File: src/grdm_pkg.sv
// Shared types and constants for the greedy deltaR matcher.
`timescale 1ns / 1ps
`default_nettype none

package grdm_pkg;

  localparam int MAX_JETS_DEF = 32;

  localparam int CMD_W   = 2;
  localparam int ETA_W   = 14;
  localparam int PHI_W   = 13;
  localparam int DE_W    = ETA_W + 1;
  localparam int DP_W    = PHI_W + 1;
  localparam int DIST_W  = 29;
  localparam int LIMIT_W = 29;
  localparam int JIDX_W  = 5;
  localparam int STAT_W  = 2;

  localparam logic [LIMIT_W-1:0] LIMIT_RST = 29'd167772;

  localparam logic signed [DP_W-1:0] FX_PI     = 14'sd3217;
  localparam logic signed [DP_W-1:0] FX_TWO_PI = 14'sd6434;

  typedef enum logic [CMD_W-1:0] {
    CMD_CLEAR = 2'd0,
    CMD_LOAD  = 2'd1,
    CMD_MATCH = 2'd2
  } cmd_t;

  typedef enum logic [STAT_W-1:0] {
    STAT_MATCHED  = 2'd0,
    STAT_NO_MATCH = 2'd1,
    STAT_FULL     = 2'd2
  } status_t;

  typedef enum logic [1:0] {
    S_IDLE = 2'd0,
    S_SCAN = 2'd1,
    S_DONE = 2'd2,
    S_FULL = 2'd3
  } state_t;

  typedef struct packed {
    logic vld;
    logic live;
  } tag_t;

endpackage

`default_nettype wire

File: src/grdm_jet_store.sv
// Jet (eta, phi) memory: one write port, one registered read port.
`timescale 1ns / 1ps
`default_nettype none

module grdm_jet_store #(
  parameter int DEPTH = grdm_pkg::MAX_JETS_DEF,
  parameter int AW    = 5
) (
  input  wire logic                              clk,
  input  wire logic                              wr_en,
  input  wire logic [AW-1:0]                     wr_addr,
  input  wire logic signed [grdm_pkg::ETA_W-1:0] wr_eta,
  input  wire logic signed [grdm_pkg::PHI_W-1:0] wr_phi,
  input  wire logic [AW-1:0]                     rd_addr,
  output logic signed [grdm_pkg::ETA_W-1:0]      rd_eta,
  output logic signed [grdm_pkg::PHI_W-1:0]      rd_phi
);

  localparam int WORD_W = grdm_pkg::ETA_W + grdm_pkg::PHI_W;

  logic [WORD_W-1:0] mem [DEPTH];
  logic [WORD_W-1:0] rd_word_r;

  always_ff @(posedge clk) begin
    if (wr_en) begin
      mem[wr_addr] <= {wr_eta, wr_phi};
    end
    rd_word_r <= mem[rd_addr];
  end

  assign rd_eta = rd_word_r[WORD_W-1:grdm_pkg::PHI_W];
  assign rd_phi = rd_word_r[grdm_pkg::PHI_W-1:0];

endmodule

`default_nettype wire

File: src/grdm_dist_unit.sv
// Pipelined squared deltaR unit: delta with phi wrap, squares, sum.
`timescale 1ns / 1ps
`default_nettype none

module grdm_dist_unit #(
  parameter int AW = 5
) (
  input  wire logic                              clk,
  input  wire logic                              rst_n,
  input  wire grdm_pkg::tag_t                    in_tag,
  input  wire logic [AW-1:0]                     in_idx,
  input  wire logic signed [grdm_pkg::ETA_W-1:0] tgt_eta,
  input  wire logic signed [grdm_pkg::PHI_W-1:0] tgt_phi,
  input  wire logic signed [grdm_pkg::ETA_W-1:0] jet_eta,
  input  wire logic signed [grdm_pkg::PHI_W-1:0] jet_phi,
  output grdm_pkg::tag_t                         out_tag,
  output logic [AW-1:0]                          out_idx,
  output logic [grdm_pkg::DIST_W-1:0]            out_dist,
  output logic                                   busy
);

  localparam int DE_W   = grdm_pkg::DE_W;
  localparam int DP_W   = grdm_pkg::DP_W;
  localparam int DIST_W = grdm_pkg::DIST_W;

  grdm_pkg::tag_t t1_r, t2_r, t3_r;
  logic [AW-1:0]  i1_r, i2_r, i3_r;

  logic signed [DE_W-1:0] de;
  logic signed [DP_W-1:0] dp_raw;
  logic signed [DP_W-1:0] dp;
  logic signed [DE_W-1:0] de_r;
  logic signed [DP_W-1:0] dp_r;

  logic [2*DE_W-1:0]   sq_e_full;
  logic [2*DP_W-1:0]   sq_p_full;
  logic [DIST_W-1:0]   sq_e_r;
  logic [DIST_W-1:0]   sq_p_r;
  logic [DIST_W-1:0]   sum_r;

  always_comb begin
    de     = {tgt_eta[grdm_pkg::ETA_W-1], tgt_eta} - {jet_eta[grdm_pkg::ETA_W-1], jet_eta};
    dp_raw = {tgt_phi[grdm_pkg::PHI_W-1], tgt_phi} - {jet_phi[grdm_pkg::PHI_W-1], jet_phi};
    if (dp_raw > grdm_pkg::FX_PI) begin
      dp = dp_raw - grdm_pkg::FX_TWO_PI;
    end else if (dp_raw < -grdm_pkg::FX_PI) begin
      dp = dp_raw + grdm_pkg::FX_TWO_PI;
    end else begin
      dp = dp_raw;
    end
  end

  assign sq_e_full = de_r * de_r;
  assign sq_p_full = dp_r * dp_r;

  always_ff @(posedge clk) begin
    if (!rst_n) begin
      t1_r <= '0;
      t2_r <= '0;
      t3_r <= '0;
    end else begin
      t1_r <= in_tag;
      t2_r <= t1_r;
      t3_r <= t2_r;
    end
  end

  always_ff @(posedge clk) begin
    i1_r   <= in_idx;
    i2_r   <= i1_r;
    i3_r   <= i2_r;
    de_r   <= de;
    dp_r   <= dp;
    sq_e_r <= sq_e_full[DIST_W-1:0];
    sq_p_r <= DIST_W'(sq_p_full);
    sum_r  <= sq_e_r + sq_p_r;
  end

  assign out_tag  = t3_r;
  assign out_idx  = i3_r;
  assign out_dist = sum_r;
  assign busy     = t1_r.vld | t2_r.vld | t3_r.vld;

endmodule

`default_nettype wire

File: src/grdm_ctrl.sv
// Command sequencer: jet count, used mask, scan, best tracking, result register.
`timescale 1ns / 1ps
`default_nettype none

module grdm_ctrl #(
  parameter int MAX_JETS = grdm_pkg::MAX_JETS_DEF,
  parameter int AW       = 5,
  parameter int CW       = 6
) (
  input  wire logic                                clk,
  input  wire logic                                rst_n,
  input  wire logic                                in_valid,
  output logic                                     in_stall,
  input  wire logic [grdm_pkg::CMD_W-1:0]          in_command,
  input  wire logic signed [grdm_pkg::ETA_W-1:0]   in_eta,
  input  wire logic signed [grdm_pkg::PHI_W-1:0]   in_phi,
  input  wire logic                                cfg_valid,
  output logic                                     cfg_ready,
  input  wire logic [grdm_pkg::LIMIT_W-1:0]        cfg_dr_limit_sq,
  output logic                                     wr_en,
  output logic [AW-1:0]                            wr_addr,
  output logic [AW-1:0]                            rd_addr,
  output grdm_pkg::tag_t                           p1_tag,
  output logic [AW-1:0]                            p1_idx,
  output logic signed [grdm_pkg::ETA_W-1:0]        tgt_eta,
  output logic signed [grdm_pkg::PHI_W-1:0]        tgt_phi,
  input  wire grdm_pkg::tag_t                      d_tag,
  input  wire logic [AW-1:0]                       d_idx,
  input  wire logic [grdm_pkg::DIST_W-1:0]         d_dist,
  input  wire logic                                d_busy,
  output logic                                     out_valid,
  input  wire logic                                out_stall,
  output logic [grdm_pkg::STAT_W-1:0]              out_status,
  output logic [grdm_pkg::JIDX_W-1:0]              out_jet_index,
  output logic [grdm_pkg::DIST_W-1:0]              out_distance_sq
);

  localparam int JIDX_W = grdm_pkg::JIDX_W;
  localparam int DIST_W = grdm_pkg::DIST_W;

  grdm_pkg::state_t state_r, state_nxt;
  logic [CW-1:0]       count_r, count_nxt;
  logic [MAX_JETS-1:0] used_r, used_nxt;
  logic [CW-1:0]       iss_r, iss_nxt;
  logic                found_r, found_nxt;
  logic [DIST_W-1:0]   best_r, best_nxt;
  logic [AW-1:0]       best_idx_r, best_idx_nxt;
  grdm_pkg::tag_t      p1_tag_r, p1_tag_nxt;
  logic [AW-1:0]       p1_idx_r, p1_idx_nxt;
  logic [grdm_pkg::LIMIT_W-1:0] limit_r;
  logic signed [grdm_pkg::ETA_W-1:0] tgt_eta_r;
  logic signed [grdm_pkg::PHI_W-1:0] tgt_phi_r;

  logic                       out_valid_r, out_valid_nxt;
  logic [grdm_pkg::STAT_W-1:0] out_status_r, out_status_nxt;
  logic [JIDX_W-1:0]          out_jidx_r, out_jidx_nxt;
  logic [DIST_W-1:0]          out_dist_r, out_dist_nxt;

  logic               out_free;
  logic               accept;
  logic               full;
  logic [AW+JIDX_W-1:0] idx_ext;

  assign out_free = !out_valid_r || !out_stall;
  assign accept   = in_valid && (state_r == grdm_pkg::S_IDLE);
  assign full     = (count_r >= CW'(MAX_JETS));
  assign idx_ext  = {{JIDX_W{1'b0}}, best_idx_r};

  always_comb begin
    state_nxt      = state_r;
    count_nxt      = count_r;
    used_nxt       = used_r;
    iss_nxt        = iss_r;
    found_nxt      = found_r;
    best_nxt       = best_r;
    best_idx_nxt   = best_idx_r;
    p1_tag_nxt     = '0;
    p1_idx_nxt     = iss_r[AW-1:0];
    wr_en          = 1'b0;
    out_valid_nxt  = out_valid_r && out_stall;
    out_status_nxt = out_status_r;
    out_jidx_nxt   = out_jidx_r;
    out_dist_nxt   = out_dist_r;

    case (state_r)
      grdm_pkg::S_IDLE: begin
        if (accept) begin
          case (in_command)
            grdm_pkg::CMD_CLEAR: begin
              count_nxt = '0;
              used_nxt  = '0;
            end
            grdm_pkg::CMD_LOAD: begin
              if (full) begin
                state_nxt = grdm_pkg::S_FULL;
              end else begin
                wr_en     = 1'b1;
                count_nxt = count_r + CW'(1);
              end
            end
            grdm_pkg::CMD_MATCH: begin
              iss_nxt      = '0;
              found_nxt    = 1'b0;
              best_nxt     = '0;
              best_idx_nxt = '0;
              state_nxt    = grdm_pkg::S_SCAN;
            end
            default: begin
            end
          endcase
        end
      end
      grdm_pkg::S_SCAN: begin
        if (iss_r < count_r) begin
          p1_tag_nxt.vld  = 1'b1;
          p1_tag_nxt.live = !used_r[iss_r[AW-1:0]];
          iss_nxt         = iss_r + CW'(1);
        end else if (!p1_tag_r.vld && !d_busy) begin
          state_nxt = grdm_pkg::S_DONE;
        end
      end
      grdm_pkg::S_DONE: begin
        if (out_free) begin
          out_valid_nxt = 1'b1;
          out_dist_nxt  = best_r;
          if (found_r && (best_r <= limit_r)) begin
            out_status_nxt       = grdm_pkg::STAT_MATCHED;
            out_jidx_nxt         = idx_ext[JIDX_W-1:0];
            used_nxt[best_idx_r] = 1'b1;
          end else begin
            out_status_nxt = grdm_pkg::STAT_NO_MATCH;
            out_jidx_nxt   = '0;
          end
          state_nxt = grdm_pkg::S_IDLE;
        end
      end
      grdm_pkg::S_FULL: begin
        if (out_free) begin
          out_valid_nxt  = 1'b1;
          out_status_nxt = grdm_pkg::STAT_FULL;
          out_jidx_nxt   = '0;
          out_dist_nxt   = '0;
          state_nxt      = grdm_pkg::S_IDLE;
        end
      end
      default: begin
        state_nxt = grdm_pkg::S_IDLE;
      end
    endcase

    // later index wins on a tie
    if (d_tag.vld && d_tag.live && (!found_r || (d_dist <= best_r))) begin
      found_nxt    = 1'b1;
      best_nxt     = d_dist;
      best_idx_nxt = d_idx;
    end
  end

  always_ff @(posedge clk) begin
    if (!rst_n) begin
      state_r     <= grdm_pkg::S_IDLE;
      count_r     <= '0;
      used_r      <= '0;
      p1_tag_r    <= '0;
      out_valid_r <= 1'b0;
      limit_r     <= grdm_pkg::LIMIT_RST;
    end else begin
      state_r     <= state_nxt;
      count_r     <= count_nxt;
      used_r      <= used_nxt;
      p1_tag_r    <= p1_tag_nxt;
      out_valid_r <= out_valid_nxt;
      if (cfg_valid) begin
        limit_r <= cfg_dr_limit_sq;
      end
    end
  end

  always_ff @(posedge clk) begin
    iss_r        <= iss_nxt;
    found_r      <= found_nxt;
    best_r       <= best_nxt;
    best_idx_r   <= best_idx_nxt;
    p1_idx_r     <= p1_idx_nxt;
    out_status_r <= out_status_nxt;
    out_jidx_r   <= out_jidx_nxt;
    out_dist_r   <= out_dist_nxt;
    if (accept) begin
      tgt_eta_r <= in_eta;
      tgt_phi_r <= in_phi;
    end
  end

  assign in_stall        = (state_r != grdm_pkg::S_IDLE);
  assign cfg_ready       = 1'b1;
  assign wr_addr         = count_r[AW-1:0];
  assign rd_addr         = iss_r[AW-1:0];
  assign p1_tag          = p1_tag_r;
  assign p1_idx          = p1_idx_r;
  assign tgt_eta         = tgt_eta_r;
  assign tgt_phi         = tgt_phi_r;
  assign out_valid       = out_valid_r;
  assign out_status      = out_status_r;
  assign out_jet_index   = out_jidx_r;
  assign out_distance_sq = out_dist_r;

endmodule

`default_nettype wire

File: src/greedy_delta_r_matcher.sv
// Top level of the greedy deltaR matcher.
//
//  channel | ports                                   | dir | handshake
//  --------+-----------------------------------------+-----+---------------
//  in      | in_command, in_eta, in_phi              | in  | in_valid / in_stall
//  out     | out_status, out_jet_index, out_distance_sq | out | out_valid / out_stall
//  cfg     | cfg_dr_limit_sq                         | in  | cfg_valid / cfg_ready
//
//  Clear, command 3 and a load into a non-full store complete without leaving idle.
//  A match reads memory once per stored jet and sends each jet through the distance
//  pipeline, then drains it and writes the result. A dropped load goes through the
//  full state. Reset is synchronous; no memory clearing pass.
//  The result register lets the next item in while a result waits; a match
//  or dropped load waits in its final state while out_stall holds the register.
`timescale 1ns / 1ps
`default_nettype none

module greedy_delta_r_matcher #(
  parameter int MAX_JETS = grdm_pkg::MAX_JETS_DEF
) (
  input  wire logic                              clk,
  input  wire logic                              rst_n,
  input  wire logic                              in_valid,
  output logic                                   in_stall,
  input  wire logic [grdm_pkg::CMD_W-1:0]        in_command,
  input  wire logic signed [grdm_pkg::ETA_W-1:0] in_eta,
  input  wire logic signed [grdm_pkg::PHI_W-1:0] in_phi,
  input  wire logic                              cfg_valid,
  output logic                                   cfg_ready,
  input  wire logic [grdm_pkg::LIMIT_W-1:0]      cfg_dr_limit_sq,
  output logic                                   out_valid,
  input  wire logic                              out_stall,
  output logic [grdm_pkg::STAT_W-1:0]            out_status,
  output logic [grdm_pkg::JIDX_W-1:0]            out_jet_index,
  output logic [grdm_pkg::DIST_W-1:0]            out_distance_sq
);

  localparam int AW = (MAX_JETS > 1) ? $clog2(MAX_JETS) : 1;
  localparam int CW = $clog2(MAX_JETS + 1);

  logic                              wr_en;
  logic [AW-1:0]                     wr_addr;
  logic [AW-1:0]                     rd_addr;
  logic signed [grdm_pkg::ETA_W-1:0] rd_eta;
  logic signed [grdm_pkg::PHI_W-1:0] rd_phi;
  grdm_pkg::tag_t                    p1_tag;
  logic [AW-1:0]                     p1_idx;
  logic signed [grdm_pkg::ETA_W-1:0] tgt_eta;
  logic signed [grdm_pkg::PHI_W-1:0] tgt_phi;
  grdm_pkg::tag_t                    d_tag;
  logic [AW-1:0]                     d_idx;
  logic [grdm_pkg::DIST_W-1:0]       d_dist;
  logic                              d_busy;

  grdm_jet_store #(
    .DEPTH (MAX_JETS),
    .AW    (AW)
  ) u_store (
    .clk     (clk),
    .wr_en   (wr_en),
    .wr_addr (wr_addr),
    .wr_eta  (in_eta),
    .wr_phi  (in_phi),
    .rd_addr (rd_addr),
    .rd_eta  (rd_eta),
    .rd_phi  (rd_phi)
  );

  grdm_dist_unit #(
    .AW (AW)
  ) u_dist (
    .clk      (clk),
    .rst_n    (rst_n),
    .in_tag   (p1_tag),
    .in_idx   (p1_idx),
    .tgt_eta  (tgt_eta),
    .tgt_phi  (tgt_phi),
    .jet_eta  (rd_eta),
    .jet_phi  (rd_phi),
    .out_tag  (d_tag),
    .out_idx  (d_idx),
    .out_dist (d_dist),
    .busy     (d_busy)
  );

  grdm_ctrl #(
    .MAX_JETS (MAX_JETS),
    .AW       (AW),
    .CW       (CW)
  ) u_ctrl (
    .clk             (clk),
    .rst_n           (rst_n),
    .in_valid        (in_valid),
    .in_stall        (in_stall),
    .in_command      (in_command),
    .in_eta          (in_eta),
    .in_phi          (in_phi),
    .cfg_valid       (cfg_valid),
    .cfg_ready       (cfg_ready),
    .cfg_dr_limit_sq (cfg_dr_limit_sq),
    .wr_en           (wr_en),
    .wr_addr         (wr_addr),
    .rd_addr         (rd_addr),
    .p1_tag          (p1_tag),
    .p1_idx          (p1_idx),
    .tgt_eta         (tgt_eta),
    .tgt_phi         (tgt_phi),
    .d_tag           (d_tag),
    .d_idx           (d_idx),
    .d_dist          (d_dist),
    .d_busy          (d_busy),
    .out_valid       (out_valid),
    .out_stall       (out_stall),
    .out_status      (out_status),
    .out_jet_index   (out_jet_index),
    .out_distance_sq (out_distance_sq)
  );

endmodule

`default_nettype wire
File: config.mk
export PLATFORM = sky130hd
export DESIGN_NAME = greedy_delta_r_matcher
export DESIGN_NICKNAME = d
export VERILOG_FILES = /design/src/grdm_pkg.sv /design/src/grdm_jet_store.sv /design/src/grdm_dist_unit.sv /design/src/grdm_ctrl.sv /design/src/greedy_delta_r_matcher.sv
export SDC_FILE = /design/constraint.sdc
export NUM_CORES = 2
export LEC_CHECK = 0
export BUFFER_PORTS_ARGS = -buffer_cell sky130_fd_sc_hd__buf_2
export CORE_MARGIN = 2
export CORE_UTILIZATION = 64
export DETAILED_ROUTE_END_ITERATION = 7
export HOLD_SLACK_MARGIN = 0.06
export PLACE_DENSITY_LB_ADDON = 0.12
export RECOVER_POWER = 50
export SLEW_MARGIN = 20
export SYNTH_ARGS = -nofsm -noshare
export SYNTH_HDL_FRONTEND = slang
export SYNTH_SLANG_ARGS = --single-unit
export TNS_END_PERCENT = 100
File: constraint.sdc
create_clock -name clk -period 7.8 [get_ports clk]
set_input_delay 0.39 -clock clk [delete_from_list [all_inputs] [get_ports clk]]
set_output_delay 0.39 -clock clk [all_outputs]
set_load 0.01 [all_outputs]
==> out/summary.txt <==
status -> complete, but fails checks
failing checks -> max-capacitance violations, max-slew violations
worst-skew pair later-pin latency -> 0.72 ns
wire length per cell -> 24.2 µm
nets -> 4,997
Hold Path Class -> input pin to flip-flop
DR pass1 iterations -> 6
num ports -> 102
Ys Warns -> 0
clock skew -> 0.0534 ns
crit start category -> flip-flop
number of global-route vias before repair -> 35,092
cts bufs inserted -> 115
distinct cell type count after synthesis -> 83
area share of the largest cell type after synthesis -> 47.3%
area growth from synthesis to layout -> 10.2%
top cells by area, synth -> edfxtp_1, fa_1, mux4_2, dfxtp_1, ha_1
most frequent cells in the layout -> edfxtp_1, inv_1, fa_1
Non-Filler Instances -> 5,655
Hold Fails Final Rpt -> 0
Max Fclk -> 0.146 GHz
final worst-path cycle share -> 87.6%
max cap viols -> 10
Root Driver -> clkbuf_16
clock sink total -> 1,206
first-pass GRT wire length -> 210,000 µm
DIE AREA -> 98,400 µm²
CP endpoint kind -> flip-flop
critical path required time -> 8.35 ns
H-tree Lvls -> 3
register bit total from synthesis -> 1,206
Synth async-reset ratio -> 0%
count of final max-slew check failures -> 297
pin count of the biggest net entering global routing -> 127
ys flop type -> edfxtp_1
gpl congestion -> 0.897
dpl hpwl -> 85,000 µm
# DRC -> 0
worst-margin pin slew -> 3.74 ns
FP Rows -> 113
Antenna Cells -> 0
CTS tree -> done
initial antenna violation count -> 3
Post-Synthesis Cells -> 4,116
maximum net fanout on the critical path -> 12
Total GRT Usage -> 28.7%
number of DRC markers in iteration 0 -> 3,153
Post-synth EDFFs -> 967
grt total ovfl -> 0
maximum clock insertion buffer count -> 3
vias per inst -> 5.95
TNS Setup -> 0 ns
total number of vias -> 33,636
# fillers -> 6,160
layout cells sized above 1 -> 14.4%
sequential fraction of the synthesis area -> 55.1%
core area -> 95,000 µm²
CP Class -> flip-flop to flip-flop
commonest non-fill, non-tap cell in the layout -> edfxtp_1
biggest area consumer among synthesized cells -> edfxtp_1
number of buffers added on ports -> 100
die width -> 314 µm
Initial Util -> 64.6%
RSZ-0062 raised after global routing -> no
hold_ws -> 0.299 ns
synthesized area -> 61,400 µm²
DP Cell Count -> 5,405
chip height -> 314 µm
syn_area_per_cell -> 14.9 µm²
clk slew on worst S/H paths -> 0.06 ns
Setup violations, final -> 0
max_slew headroom -> -150%
total wire length -> 137,000 µm
CP arrival -> 7.39 ns
crit path time final -> 6.84 ns
Final ANT Viol Nets -> 0
syn_nets -> 4,826
## critical path, stage by stage, from the launching register on
cell	delay (ns)
dfxtp_1	0.63
inv_1	0.25
nor2_1	0.21
inv_1	0.08
fa_1	0.46
fa_1	0.55
inv_1	0.05
fa_1	0.50
inv_1	0.05
fa_1	0.49
fa_1	0.49
inv_1	0.05
fa_1	0.44
ha_1	0.34
nor2b_1	0.18
or4_1	0.40
o221ai_1	0.37
a31oi_1	0.26
a221oi_1	0.38
o21ai_1	0.13
nor3_1	0.16
o21bai_1	0.09
xor2_1	0.16
## sequential cells by signal, indices dropped and copies added, names as in the netlist, 13 cells and up
register                cells
u_dist.de_r                15
u_ctrl.best_r              29
u_ctrl.tgt_eta             14
u_store.rd_word_r          27
u_dist.sq_p_r              27
u_ctrl.tgt_phi             13
u_dist.sq_e_r              28
u_ctrl.used_r              32
u_dist.dp_r                14
u_dist.out_dist            29
u_ctrl.out_distance_sq     29
u_ctrl.limit_r             29
u_store.mem               864
## final timing paths
kind                     from                end  slack, ns  depth (start not counted)
max            u_dist.de_r[9]  u_dist.sq_e_r[27]       0.96                         22
min reg2reg  u_ctrl.p1_idx[3]     u_dist.i1_r[3]       0.32                          0
min                  in_valid  u_ctrl.state_r[0]       0.30                          6
max reg2reg    u_dist.de_r[9]  u_dist.sq_e_r[27]       0.96                         22
## per-stage QoR
stage | util, % | setup slack (ns) | area (µm²)
2_1_floorplan | - | 1.67 | 61400
3_3_place_gp | 67.0 | 1.10 | 63600
3_5_place_dp | 67.0 | 0.973 | 63600
4_1_cts | 71.3 | 0.958 | 67800
5_1_grt | 71.2 | 0.578 | 67600
6_report | 71.2 | 0.965 | 67600
## cells by family (layout without fill, tap and decap cells)
family          after synthesis  count (layout)  share of synthesized area, %
flops                      1206            1206                          55.1
simple gates                670             670                          5.33
mux                         333             333                          11.2
buf+inv                     786            1060                          4.83
fa+ha+maj                   647             647                          17.7
other cells                   1               1                       0.00611
compound gates              335             335                          3.85
xor+xnor                    138             138                          1.97
## layer usage
layer / GRT usage (%) / up-vias / part of all wire [%]
met5: 0 / - / 0.019
met3: 4.52 / 210 / 7.3
met1: 39.4 / 17234 / 40
met2: 48.0 / 1311 / 50
met4: 8.72 / 4 / 2.9
li1: - / 14877 / -
## cells in the mapped netlist (44+ instances only)
cell type  count
inv_1        655
a21oi_1       87
nor2_1       191
nand2_1      175
nor2b_1       53
edfxtp_1     967
mux4_2       281
xnor2_1      102
clkbuf_1     102
dfxtp_1      239
ha_1         280
fa_1         367
o21ai_0       44
a21o_1        48
and2_1       109
## final cells by class
cell class | count | area (µm²) | area share (%)
tap | 1265 | 1580 | 2.34
sequential | 1206 | 33800 | 50.0
timing repair buffer | 184 | 1120 | 1.66
multi-input combinational | 2124 | 24800 | 36.7
clock inverter | 64 | 656 | 0.969
clock buffer | 156 | 3160 | 4.67
inverter | 656 | 2460 | 3.64
## timing repair
item / in CTS / in global routing
setup endpoints to repair: 0 / 0
hold endpoints to repair: 30 / 0
resized for setup: 0 / 0
setup buffers: 0 / 0
hold buffers: 30 / 0
Power is left out: the tool's default activity adds up to more than one toggle a clock period on the data nets, which glitch-free logic cannot reach.
